===== config.mk =====
export PLATFORM = sky130hd
export DESIGN_NAME = quadrature_decoder_gated_velocity_top
export DESIGN_NICKNAME = d
export VERILOG_FILES = /design/src/hw/rtl/qdgv_pkg.sv /design/src/hw/rtl/quadrature_decoder_gated_velocity_top.sv /design/src/hw/rtl/qdgv_front.sv /design/src/hw/rtl/qdgv_queue.sv /design/src/hw/rtl/qdgv_back.sv
export VERILOG_INCLUDE_DIRS = /design/src /design/src/hw/rtl
export SDC_FILE = /design/constraint.sdc
export NUM_CORES = 1
export LEC_CHECK = 0
export BUFFER_PORTS_ARGS = -buffer_cell sky130_fd_sc_hd__buf_2
export CORE_AREA = 2 2 217 219
export DETAILED_ROUTE_END_ITERATION = 10
export DIE_AREA = 0 0 219 221
export SLEW_MARGIN = 30
export SYNTH_ARGS = -nofsm -noshare
export SYNTH_HDL_FRONTEND = slang
export SYNTH_HIERARCHICAL = 1
export SYNTH_SLANG_ARGS = --single-unit

===== constraint.sdc =====
create_clock -name clk -period 12.3 [get_ports clk]
set_input_delay 1.845 -clock clk [delete_from_list [all_inputs] [get_ports clk]]
set_output_delay 1.845 -clock clk [all_outputs]
set_load 0.02 [all_outputs]

===== src/hw/rtl/quadrature_decoder_gated_velocity_top_assert.svh =====
// Assertion macros for the quadrature decoder with gated velocity.
`ifndef QUADRATURE_DECODER_GATED_VELOCITY_TOP_ASSERT_SVH
`define QUADRATURE_DECODER_GATED_VELOCITY_TOP_ASSERT_SVH

// The antecedent implies the consequent in the same cycle.
`define QDGV_ASSERT_NOW(label, ante, cons) \
	label: assert property (@(posedge clk) disable iff (!arst_n) (ante) |-> (cons)) \
		else $error("qdgv: same-cycle check failed");

// The antecedent implies the consequent in the following cycle.
`define QDGV_ASSERT_NEXT(label, ante, cons) \
	label: assert property (@(posedge clk) disable iff (!arst_n) (ante) |=> (cons)) \
		else $error("qdgv: next-cycle check failed");

`endif


===== src/hw/rtl/qdgv_pkg.sv =====
// Shared types and constants of the quadrature decoder with gated velocity.
package qdgv_pkg;

	// Request kinds as they arrive on the input stream.
	localparam logic [2:0] REQ_EDGE  = 3'd0;
	localparam logic [2:0] REQ_TICK  = 3'd1;
	localparam logic [2:0] REQ_READ  = 3'd2;
	localparam logic [2:0] REQ_SET   = 3'd3;
	localparam logic [2:0] REQ_CLEAR = 3'd4;

	// Configuration register indexes.
	localparam logic [2:0] CFG_SHORT_GATE  = 3'd0;
	localparam logic [2:0] CFG_LONG_GATE   = 3'd1;
	localparam logic [2:0] CFG_SLOW_LIMIT  = 3'd2;
	localparam logic [2:0] CFG_FAST_LIMIT  = 3'd3;
	localparam logic [2:0] CFG_SHORT_SCALE = 3'd4;
	localparam logic [2:0] CFG_LONG_SCALE  = 3'd5;

	localparam int CFG_IDX_W  = 3;
	localparam int CFG_DATA_W = 15;

	typedef enum logic [2:0] {
		OP_EDGE,
		OP_TICK,
		OP_READ,
		OP_SET,
		OP_CLEAR,
		OP_NOP
	} op_t;

	// Classified command passed from the front end to the execution unit.
	typedef struct packed {
		op_t         op;
		logic        up;
		logic [31:0] load_value;
	} cmd_t;

	typedef struct packed {
		logic       full;
		logic       empty;
		logic [1:0] count;
	} qstat_t;

	typedef struct packed {
		logic issue;
		op_t  op;
		logic long_mode;
	} bstat_t;

endpackage


===== src/hw/rtl/quadrature_decoder_gated_velocity_top.sv =====
// Top level of the four-times quadrature decoder with gated velocity.
//
//  Channel  Direction  Signals                                   Moves
//  s_*      in         s_tvalid s_tready s_tdata[39:0] s_tuser   one request
//  m_*      out        m_tvalid m_tready m_tdata[71:0]           one result per request
//  cfg_*    in         cfg_we cfg_index[2:0] cfg_wdata[14:0]     register write
//
// Sustained rate is one request per clock while m_tready is high; every request
// updates the state in the execution unit. An accepted request enters the queue
// and, once the result register is free, moves on into it. Reset clears the
// queue and decoder state and loads the register defaults. A two-entry queue
// holds requests while m_tready is low; s_tready drops once it is full.
`include "quadrature_decoder_gated_velocity_top_assert.svh"

module quadrature_decoder_gated_velocity_top (
	input  logic        clk,
	input  logic        arst_n,
	input  logic        s_tvalid,
	output logic        s_tready,
	// edge_pin[0], pin_a[1], pin_b[2], load_value[34:3], zero fill above
	input  logic [39:0] s_tdata,
	// req_type[2:0]
	input  logic [2:0]  s_tuser,
	output logic        m_tvalid,
	input  logic        m_tready,
	// position_count[31:0], filtered_velocity[47:32], latched_gate_count[63:48],
	// long_gate_active[64], zero fill above
	output logic [71:0] m_tdata,
	input  logic        cfg_we,
	input  logic [2:0]  cfg_index,
	input  logic [14:0] cfg_wdata
);
	import qdgv_pkg::*;

	logic   push, pop;
	cmd_t   push_cmd, pop_cmd;
	qstat_t qstat;
	bstat_t bstat;

	logic [31:0] position_count;
	logic [15:0] filtered_velocity, latched_gate_count;
	logic        long_gate_active;

	qdgv_front u_front (
		.s_tvalid   (s_tvalid),
		.s_tready   (s_tready),
		.req_type   (s_tuser),
		.edge_pin   (s_tdata[0]),
		.pin_a      (s_tdata[1]),
		.pin_b      (s_tdata[2]),
		.load_value (s_tdata[34:3]),
		.qstat      (qstat),
		.push       (push),
		.cmd        (push_cmd)
	);

	qdgv_queue u_queue (
		.clk      (clk),
		.arst_n   (arst_n),
		.push     (push),
		.push_cmd (push_cmd),
		.pop      (pop),
		.pop_cmd  (pop_cmd),
		.qstat    (qstat)
	);

	qdgv_back u_back (
		.clk                (clk),
		.arst_n             (arst_n),
		.cfg_we             (cfg_we),
		.cfg_index          (cfg_index),
		.cfg_wdata          (cfg_wdata),
		.q_empty            (qstat.empty),
		.cmd                (pop_cmd),
		.pop                (pop),
		.m_tvalid           (m_tvalid),
		.m_tready           (m_tready),
		.position_count     (position_count),
		.filtered_velocity  (filtered_velocity),
		.latched_gate_count (latched_gate_count),
		.long_gate_active   (long_gate_active),
		.stat               (bstat)
	);

	assign m_tdata = {7'd0, long_gate_active, latched_gate_count,
		filtered_velocity, position_count};

	// A command issues only when the queue holds one.
	`QDGV_ASSERT_NOW(a_issue_from_queue, bstat.issue, qstat.count != 2'd0)
	// Only a velocity read may change the gate mode.
	`QDGV_ASSERT_NEXT(a_mode_on_read_only, !(bstat.issue && bstat.op == OP_READ),
		$stable(bstat.long_mode))
	// An issued command always leaves a result waiting on the output.
	`QDGV_ASSERT_NEXT(a_issue_gives_result, bstat.issue, m_tvalid)

endmodule


===== src/hw/rtl/qdgv_front.sv =====
// Front end: accepts requests and classifies them into commands.
module qdgv_front (
	input  logic               s_tvalid,
	output logic               s_tready,
	input  logic [2:0]         req_type,
	input  logic               edge_pin,
	input  logic               pin_a,
	input  logic               pin_b,
	input  logic [31:0]        load_value,
	input  qdgv_pkg::qstat_t   qstat,
	output logic               push,
	output qdgv_pkg::cmd_t     cmd
);
	import qdgv_pkg::*;

	assign s_tready = !qstat.full;
	assign push     = s_tvalid && s_tready;

	always_comb begin
		cmd.load_value = load_value;
		// An A edge counts up when the levels match, a B edge when they differ.
		cmd.up = edge_pin ? (pin_a ^ pin_b) : ~(pin_a ^ pin_b);
		unique case (req_type)
			REQ_EDGE:  cmd.op = OP_EDGE;
			REQ_TICK:  cmd.op = OP_TICK;
			REQ_READ:  cmd.op = OP_READ;
			REQ_SET:   cmd.op = OP_SET;
			REQ_CLEAR: cmd.op = OP_CLEAR;
			default:   cmd.op = OP_NOP;
		endcase
	end

endmodule


===== src/hw/rtl/qdgv_queue.sv =====
// Two-entry command queue between the front end and the execution unit.
module qdgv_queue (
	input  logic             clk,
	input  logic             arst_n,
	input  logic             push,
	input  qdgv_pkg::cmd_t   push_cmd,
	input  logic             pop,
	output qdgv_pkg::cmd_t   pop_cmd,
	output qdgv_pkg::qstat_t qstat
);
	import qdgv_pkg::*;

	cmd_t       mem_q [2];
	logic       wr_ptr_q;
	logic       rd_ptr_q;
	logic [1:0] count_q;

	always_ff @(posedge clk or negedge arst_n) begin
		if (!arst_n) begin
			wr_ptr_q <= 1'b0;
			rd_ptr_q <= 1'b0;
			count_q  <= 2'd0;
		end else begin
			if (push) wr_ptr_q <= ~wr_ptr_q;
			if (pop)  rd_ptr_q <= ~rd_ptr_q;
			if (push && !pop)      count_q <= count_q + 2'd1;
			else if (pop && !push) count_q <= count_q - 2'd1;
		end
	end

	always_ff @(posedge clk) begin
		if (push) mem_q[wr_ptr_q] <= push_cmd;
	end

	assign pop_cmd     = mem_q[rd_ptr_q];
	assign qstat.count = count_q;
	assign qstat.full  = (count_q == 2'd2);
	assign qstat.empty = (count_q == 2'd0);

endmodule


===== src/hw/rtl/qdgv_back.sv =====
// Execution unit: counters, gate timer, velocity filter and result register.
module qdgv_back (
	input  logic                                clk,
	input  logic                                arst_n,
	input  logic                                cfg_we,
	input  logic [qdgv_pkg::CFG_IDX_W-1:0]      cfg_index,
	input  logic [qdgv_pkg::CFG_DATA_W-1:0]     cfg_wdata,
	input  logic                                q_empty,
	input  qdgv_pkg::cmd_t                      cmd,
	output logic                                pop,
	output logic                                m_tvalid,
	input  logic                                m_tready,
	output logic [31:0]                         position_count,
	output logic [15:0]                         filtered_velocity,
	output logic [15:0]                         latched_gate_count,
	output logic                                long_gate_active,
	output qdgv_pkg::bstat_t                    stat
);
	import qdgv_pkg::*;

	logic [7:0]  short_gate_q, long_gate_q;
	logic [14:0] slow_limit_q, fast_limit_q;
	logic [6:0]  short_scale_q, long_scale_q;

	// The state registers double as the result register: they change only
	// when a command issues, and a command issues only into a free result slot.
	logic [31:0] total_q;
	logic [15:0] gate_cnt_q;
	logic [15:0] raw_q;
	logic [15:0] vel_q;
	logic [7:0]  timer_q;
	logic        long_q;
	logic        valid_q;

	logic [31:0] total_d;
	logic [15:0] gate_cnt_d, raw_d, vel_d;
	logic [7:0]  timer_d, tick_len, timer_inc;
	logic        long_d;

	logic signed [23:0] rv_x, sc_x, prod, prod_q4, pf_x, pf_q4, vsum;
	logic signed [16:0] rv17, lim17;
	logic [14:0]        lim;
	logic [6:0]         scale;

	assign pop = !q_empty && (!valid_q || m_tready);

	always_comb begin
		lim   = long_q ? fast_limit_q : slow_limit_q;
		scale = long_q ? long_scale_q : short_scale_q;
		rv17  = $signed({raw_q[15], raw_q});
		lim17 = $signed({2'b00, lim});
		rv_x  = $signed({{8{raw_q[15]}}, raw_q});
		sc_x  = $signed({17'd0, scale});
		prod  = rv_x * sc_x;
		// Quarter with truncation toward zero: bias negative values by three.
		prod_q4 = (prod + (prod[23] ? 24'sd3 : 24'sd0)) >>> 2;
		pf_x    = $signed({{8{vel_q[15]}}, vel_q});
		pf_q4   = (pf_x + (pf_x[23] ? 24'sd3 : 24'sd0)) >>> 2;
		vsum    = prod_q4 + pf_q4;
		tick_len  = long_q ? long_gate_q : short_gate_q;
		timer_inc = timer_q + 8'd1;
	end

	always_comb begin
		total_d    = total_q;
		gate_cnt_d = gate_cnt_q;
		raw_d      = raw_q;
		vel_d      = vel_q;
		timer_d    = timer_q;
		long_d     = long_q;
		unique case (cmd.op)
			OP_EDGE: begin
				total_d    = cmd.up ? total_q + 32'd1 : total_q - 32'd1;
				gate_cnt_d = cmd.up ? gate_cnt_q + 16'd1 : gate_cnt_q - 16'd1;
			end
			OP_TICK: begin
				if (timer_inc == tick_len) begin
					raw_d      = gate_cnt_q;
					gate_cnt_d = 16'd0;
					timer_d    = 8'd0;
				end else begin
					timer_d = timer_inc;
				end
			end
			OP_READ: begin
				if (!long_q) begin
					if (rv17 < lim17 && rv17 > -lim17) long_d = 1'b1;
				end else begin
					if (rv17 > lim17 || rv17 < -lim17) long_d = 1'b0;
				end
				if (vsum > 24'sd32767)       vel_d = 16'h7FFF;
				else if (vsum < -24'sd32768) vel_d = 16'h8000;
				else                         vel_d = vsum[15:0];
			end
			OP_SET: begin
				total_d = cmd.load_value;
			end
			OP_CLEAR: begin
				total_d    = 32'd0;
				gate_cnt_d = 16'd0;
				raw_d      = 16'd0;
				timer_d    = 8'd0;
			end
			default: begin
			end
		endcase
	end

	always_ff @(posedge clk or negedge arst_n) begin
		if (!arst_n) begin
			short_gate_q  <= 8'd24;
			long_gate_q   <= 8'd122;
			slow_limit_q  <= 15'd5;
			fast_limit_q  <= 15'd80;
			short_scale_q <= 7'd60;
			long_scale_q  <= 7'd12;
			total_q       <= 32'd0;
			gate_cnt_q    <= 16'd0;
			raw_q         <= 16'd0;
			vel_q         <= 16'd0;
			timer_q       <= 8'd0;
			long_q        <= 1'b0;
			valid_q       <= 1'b0;
		end else begin
			if (cfg_we) begin
				case (cfg_index)
					CFG_SHORT_GATE:  short_gate_q  <= cfg_wdata[7:0];
					CFG_LONG_GATE:   long_gate_q   <= cfg_wdata[7:0];
					CFG_SLOW_LIMIT:  slow_limit_q  <= cfg_wdata;
					CFG_FAST_LIMIT:  fast_limit_q  <= cfg_wdata;
					CFG_SHORT_SCALE: short_scale_q <= cfg_wdata[6:0];
					CFG_LONG_SCALE:  long_scale_q  <= cfg_wdata[6:0];
					default: begin
					end
				endcase
			end
			if (pop) begin
				total_q    <= total_d;
				gate_cnt_q <= gate_cnt_d;
				raw_q      <= raw_d;
				vel_q      <= vel_d;
				timer_q    <= timer_d;
				long_q     <= long_d;
				valid_q    <= 1'b1;
			end else if (m_tready) begin
				valid_q <= 1'b0;
			end
		end
	end

	assign m_tvalid           = valid_q;
	assign position_count     = total_q;
	assign filtered_velocity  = vel_q;
	assign latched_gate_count = raw_q;
	assign long_gate_active   = long_q;

	assign stat.issue     = pop;
	assign stat.op        = cmd.op;
	assign stat.long_mode = long_q;

endmodule


* Word level (Yosys, flattened, before mapping)
Memories as Yosys holds them, arrays and structs flattened.
Index checks and enable logic that the tools add are counted.
Widths: inputs -> output; s select.
** Operators by class
- Add/sub/neg operators :: 11
- Multiply operators :: 1
- Magnitude comparators :: 6
- Eq/ne operators :: 16
- Multiplexer cells :: 27
- Bitwise operators :: 4
- Reductions and logical operators :: 32
** Operators by type and width (number)
- $pmux 32 s3 :: 1
- $mux 16 :: 5
- $pmux 16 s3 :: 1
- $add 32x1->32 const B :: 1
- $mux 32 :: 1
- $pmux 16 s2 :: 1
- $sub 32x1->32 const B :: 1
- $add 24x3->24 :: 1
- $gt 24x16->1 const B :: 1
- $lt 24x16->1 const B :: 1
- $mul 16x8->24 :: 1
- $add 22x22->23 :: 1
- $eq 3x2->1 const B :: 6
- $reduce_and 2->1 :: 9
- $add 16x3->17 :: 1
- $gt 16x17->1 :: 1
- $lt 16x17->1 :: 1
- $neg 15->17 :: 1
- $add 16x1->16 const B :: 1
- $gt 16x16->1 :: 1
- $lt 16x16->1 :: 1
- $mux 8 :: 2
- $pmux 8 s2 :: 1
- $sub 16x1->16 const B :: 1
- other kinds (23) :: 55
** Storage, ports and cells
- Register bits after elaboration :: 154
- RAM bits :: 72
- Input bits :: 66
- Output and inout port bits :: 74
- Logic and storage cells :: 114
- Memories kept :: 1
** Memories
- u_queue.mem_q :: depth 2, bits a word 36, read ports 1, clocked after Yosys merged registers in 0, write ports 1, line qdgv_queue.sv:13 : cmd_t mem_q [2];

* Longest topological paths before layout
- Depth in word-level cells :: 8
- Mapped depth :: 37
- Depth with buffers taken out :: 33

* By module
Netlist, hierarchy kept.
** Modules (own cells, without submodules)
- qdgv_back :: times used 1, cells an instance 1731, area each 15447.3 µm², sequential area each 3774.9 µm²
- qdgv_queue :: times used 1, cells an instance 128, area each 2934.1 µm², sequential area each 2262.2 µm²
- qdgv_front :: times used 1, cells an instance 38, area each 290.3 µm², sequential area each 0.0 µm²
- quadrature_decoder_gated_velocity_top :: times used 1, cells an instance 9, area each 63.8 µm², sequential area each 0.0 µm²

* Least setup slack after synthesis
No wires, ideal clock.
- Path kind :: register to register
- Start point :: reg u_back.long_q, in the netlist u_back/long_gate_active
- End point :: reg u_back.vel_q[13], in the netlist u_back/filtered_velocity[13]
- Setup time :: 0.073 ns
- Arrival time :: 9.738 ns
- Data required time :: 12.227 ns
- Path slack :: 2.489 ns
- Stages on the path, launching flop included :: 37
- Buffers on the path :: 6
- Period minus slack after synthesis :: 9.811 ns
- Path through :: dfrtp_1 -> buf_1 -> clkbuf_1 -> buf_2 -> buf_1 -> mux2i_1 -> nor2_1 -> fa_1 -> fa_1 -> fa_1 -> inv_1 -> fa_1 -> inv_1 -> ha_1 -> clkbuf_1 -> a21oi_1 -> nand2_1 -> a211o_1 -> nand2_1 -> a2bb2oi_1 -> o21ai_1 -> mux2i_1 -> nor2_1 -> and3_1 -> xor2_1 -> ha_1 -> o21a_1 -> nor2_1 -> o31ai_4 -> a2111oi_1 -> o31ai_2 -> xnor2_1 -> or4b_4 -> o41ai_4 -> buf_6 -> nand2_2 -> a21oi_2
** On the way
- Cells in the longest elaborated chain, start to end :: 8
- Elaborated cells between the ends (all ways) :: 9
- Those cells by class :: 2 x add/sub; 1 x mul; 2 x order compare; 4 x mux
** RTL lines
- start, declared :: line qdgv_back.sv:32 : logic long_q;
- start signal, assigned :: line qdgv_back.sv:143 : long_q <= long_d;
- $mux 7 (*) :: line qdgv_back.sv:49 : scale = long_q ? long_scale_q : short_scale_q;
- $mul 16x8->24 (*) :: line qdgv_back.sv:54 : prod = rv_x * sc_x;
- $mux 2 :: line qdgv_back.sv:56 : prod_q4 = (prod + (prod[23] ? 24'sd3 : 24'sd0)) >>> 2;
- $add 24x3->24 (*) :: line qdgv_back.sv:56
- $add 22x22->23 (*) :: line qdgv_back.sv:59 : vsum = prod_q4 + pf_q4;
- $lt 24x16->1 :: line qdgv_back.sv:92 : else if (vsum < -24'sd32768) vel_d = 16'h8000;
- $mux 16 :: line qdgv_back.sv:92
- $mux 16 (*) :: line qdgv_back.sv:91 : if (vsum > 24'sd32767) vel_d = 16'h7FFF;
- end signal, assigned :: line qdgv_back.sv:141 : vel_q <= vel_d;
- end, declared :: line qdgv_back.sv:30 : logic [15:0] vel_q;
Mark *: on every way between the ends. The rest lies on a longest branch, timed or not.
A chain may end at the register's enable or synchronous reset.

* Worst setup path after layout
- Start point :: reg u_back.long_q, in the netlist u_back/long_gate_active
- End point :: reg u_back.vel_q[0], in the netlist u_back/filtered_velocity[0]
The elaborated chain is that of the path after synthesis.

==> results summary <==
The flow ran to the end, and the final reports show no timing, DRC or antenna violations. The sum of negative setup slack came out at 0 ns. The growth of design area from synthesis to finish is 10.5%. The via count of the first global-routing pass is around 14000. The arrival time at the worst endpoint is 10.32 ns. The critical path required time is 12.77 ns. Input and output buffers added on the ports amount to around 130. The clock insertion delay at the later pin of the skew report came out at ~0.55 ns. The total grt overflow came out at 0. between 100 and 150 I/O pins were placed. The number of max-cap violations is 0. The HPWL after detailed placement is 32600 µm. The tightest min-delay check is of the register to register type. For this block, the routed nets add up to approximately 44000 µm of wire.

The violation count after the first detailed-route iteration came out at 741. The number of antenna violations at the first check in global routing came out at 0. The number of antenna diodes in the final layout is 0. Entering global routing, the biggest net connects 97 pins. The largest clock skew in the final design came out at just over 0.007 ns. After synthesis, the mean cell area works out to 9.84 µm².

In the global route stage, met1 resource usage came out at 0.232. met2 is the most crowded layer. In the global route stage, overall resource usage came out at 0.181. The worst setup path category is register to register. The final period demand of the worst path is just under 10 ns.

The width of the die is approximately 220 µm. The per-cell routed wire length is around 17 µm. The post-cts resize count came out at 0.

The final antenna-violating net count is 0. The post-route DRC violation count is 0. The fraction of layout instances using a drive strength above 1 came out at 0.176. For this run, the number of Yosys warnings is 6. The met2 routing resource usage after global routing came out at 0.318. The TritonCTS clock tree is yes. The final critical-path share of the clock period came out at 0.801.

The per-cell via count in the routed design came out at between 5 and 6. In this run the number of H-tree levels came out at 1. Setup repair after global routing left no endpoint under its margin. The sink count of the clock tree came out at between 200 and 250. The number of setup buffers added after CTS is 0. The final-stage net count is 2293.

The core region area came out at approximately 0.046 mm². The count of hold buffers inserted by post-cts repair came out at 0. The endpoint class of the critical path is a register.

The met3 global-route usage came out at 0.0257. The floorplan has 79 rows. The delay of the slowest cell on the worst path came out at 0.95 ns. The slew at the pin with the worst max-slew slack is 0.893 ns.

The first-pass iteration count of the detailed router is 5. Clock-pin slew was measured on the worst setup and hold paths at roughly 0.060 ns. In this run the clock root is driven by a sky130_fd_sc_hd__clkbuf_16. The final route contains 14054 vias. The largest fanout of any net on the critical path is 29.

The worst slew margin relative to its limit is 0.402. The slowest stage of the critical path is the sky130_fd_sc_hd__dfrtp_2 cell. The first-pass GRT wire length is just over 70000 µm. The total count of max-transition violations in the final report came out at 0.

The number of endpoints failing setup at the final stage came out at 0. The die is 221 µm tall. The post-synthesis cell count came out at 1901. The startpoint type of the worst setup path is a register. The cell area after technology mapping is roughly 0.019 mm². The count of final hold-check violations came out at 0. The floorplan step defined a die boundary enclosing around 0.048 mm². The maximum buffer depth of the clock tree is 3. The effective utilization at floorplan came out at 0.406. The maximum clock frequency is between 0.1 and 0.15 GHz. Routability-driven placement finished with a final weighted congestion of between 0.8 and 0.9. The number of clock buffers inserted by TritonCTS came out at 27.
layout make-up:
type / count / area [µm²]
sequential: 226 / 6040
multi-input combinational: 1413 / 11600
tap: 607 / 759
timing repair buffer: 147 / 818
inverter: 173 / 649
clock inverter: 17 / 123
fill: 4494 / 25400
clock buffer: 33 / 698
cells in the final DEF, fill, tap and decap left out, drive strengths merged, types with 6 or more instances in the layout:
cell type	n
nand4	20
o31ai	21
a221oi	26
o41ai	7
o21a	10
clkbuf	34
inv	173
ha	150
o21ai	82
dfrtp	137
a21o	48
nand3	53
dfstp	17
a211oi	10
and3	22
edfxtp	72
a21oi	84
nor3	28
o211ai	9
or3	6
a31oi	12
nor2	215
a211o	8
nand2b	21
mux2	100
xor2	51
mux2i	34
buf	146
xnor2	83
nor2b	20
nand2	112
conb	7
fa	89
nor4	7
o21bai	10
and2	10
clkinv	12
worst paths after layout:
kind                                               from                          end  slack (ns)  cells after the start
worst max-delay path            u_back/long_gate_active  u_back/filtered_velocity[0]        2.45                     31
worst min-delay path                  u_back/timer_q[7]            u_back/timer_q[7]        0.50                      1
worst max register to register  u_back/long_gate_active  u_back/filtered_velocity[0]        2.45                     31
worst min register to register        u_back/timer_q[7]            u_back/timer_q[7]        0.50                      1
max in group asynchronous                        arst_n      u_back/short_scale_q[1]        9.53                      2
min in group asynchronous                        arst_n      u_back/slow_limit_q[13]        1.37                      1
through the flow:
stage | instances | utilization | setup slack, ns | area (µm²) | hold slack [ns]
5_1_grt | 2616 | 0.448 | 1.65 | 20700 | 0.520
6_report | 2616 | 0.448 | 2.45 | 20700 | 0.503
3_5_place_dp | 2566 | 0.430 | 2.38 | 19800 | 0.492
2_1_floorplan | 1907 | - | 2.51 | 18700 | 0.453
3_3_place_gp | 2562 | 0.428 | 2.06 | 19700 | 0.476
4_1_cts | 2616 | 0.448 | 2.29 | 20600 | 0.505
registers in the layout (all words and copies together), names as in the netlist, 2 cells and up:
| name | flops |
|---|---|
| u_back/fast_limit_q | 15 |
| u_back/filtered_velocity | 16 |
| u_back/gate_cnt_q | 16 |
| u_back/latched_gate_count | 16 |
| u_back/long_gate_q | 8 |
| u_back/long_scale_q | 7 |
| u_back/position_count | 32 |
| u_back/short_gate_q | 8 |
| u_back/short_scale_q | 7 |
| u_back/slow_limit_q | 15 |
| u_back/timer_q | 8 |
| u_queue/count_q | 2 |
| u_queue/mem_q | 72 |
metal layers:
metal	up-vias	part of all wire
li1	6806	-
met1	6886	0.43
met2	284	0.50
met3	78	0.043
met4	0	0.025
met5	-	0
critical path: cells and delay by family (launching register included):
family,cells,cell delay (ns)
AO/OA/AOI/OAI,7,1.91
XOR/XNOR,2,0.37
buffers and inverters,6,0.78
multiplexers,2,1.16
AND/OR/NAND/NOR,9,2.23
adder cells (fa/ha/maj),5,2.32
flip-flops,1,0.95
Power is left out: the tool's default activity adds up to more than one toggle a clock period on the data nets, which glitch-free logic cannot reach.
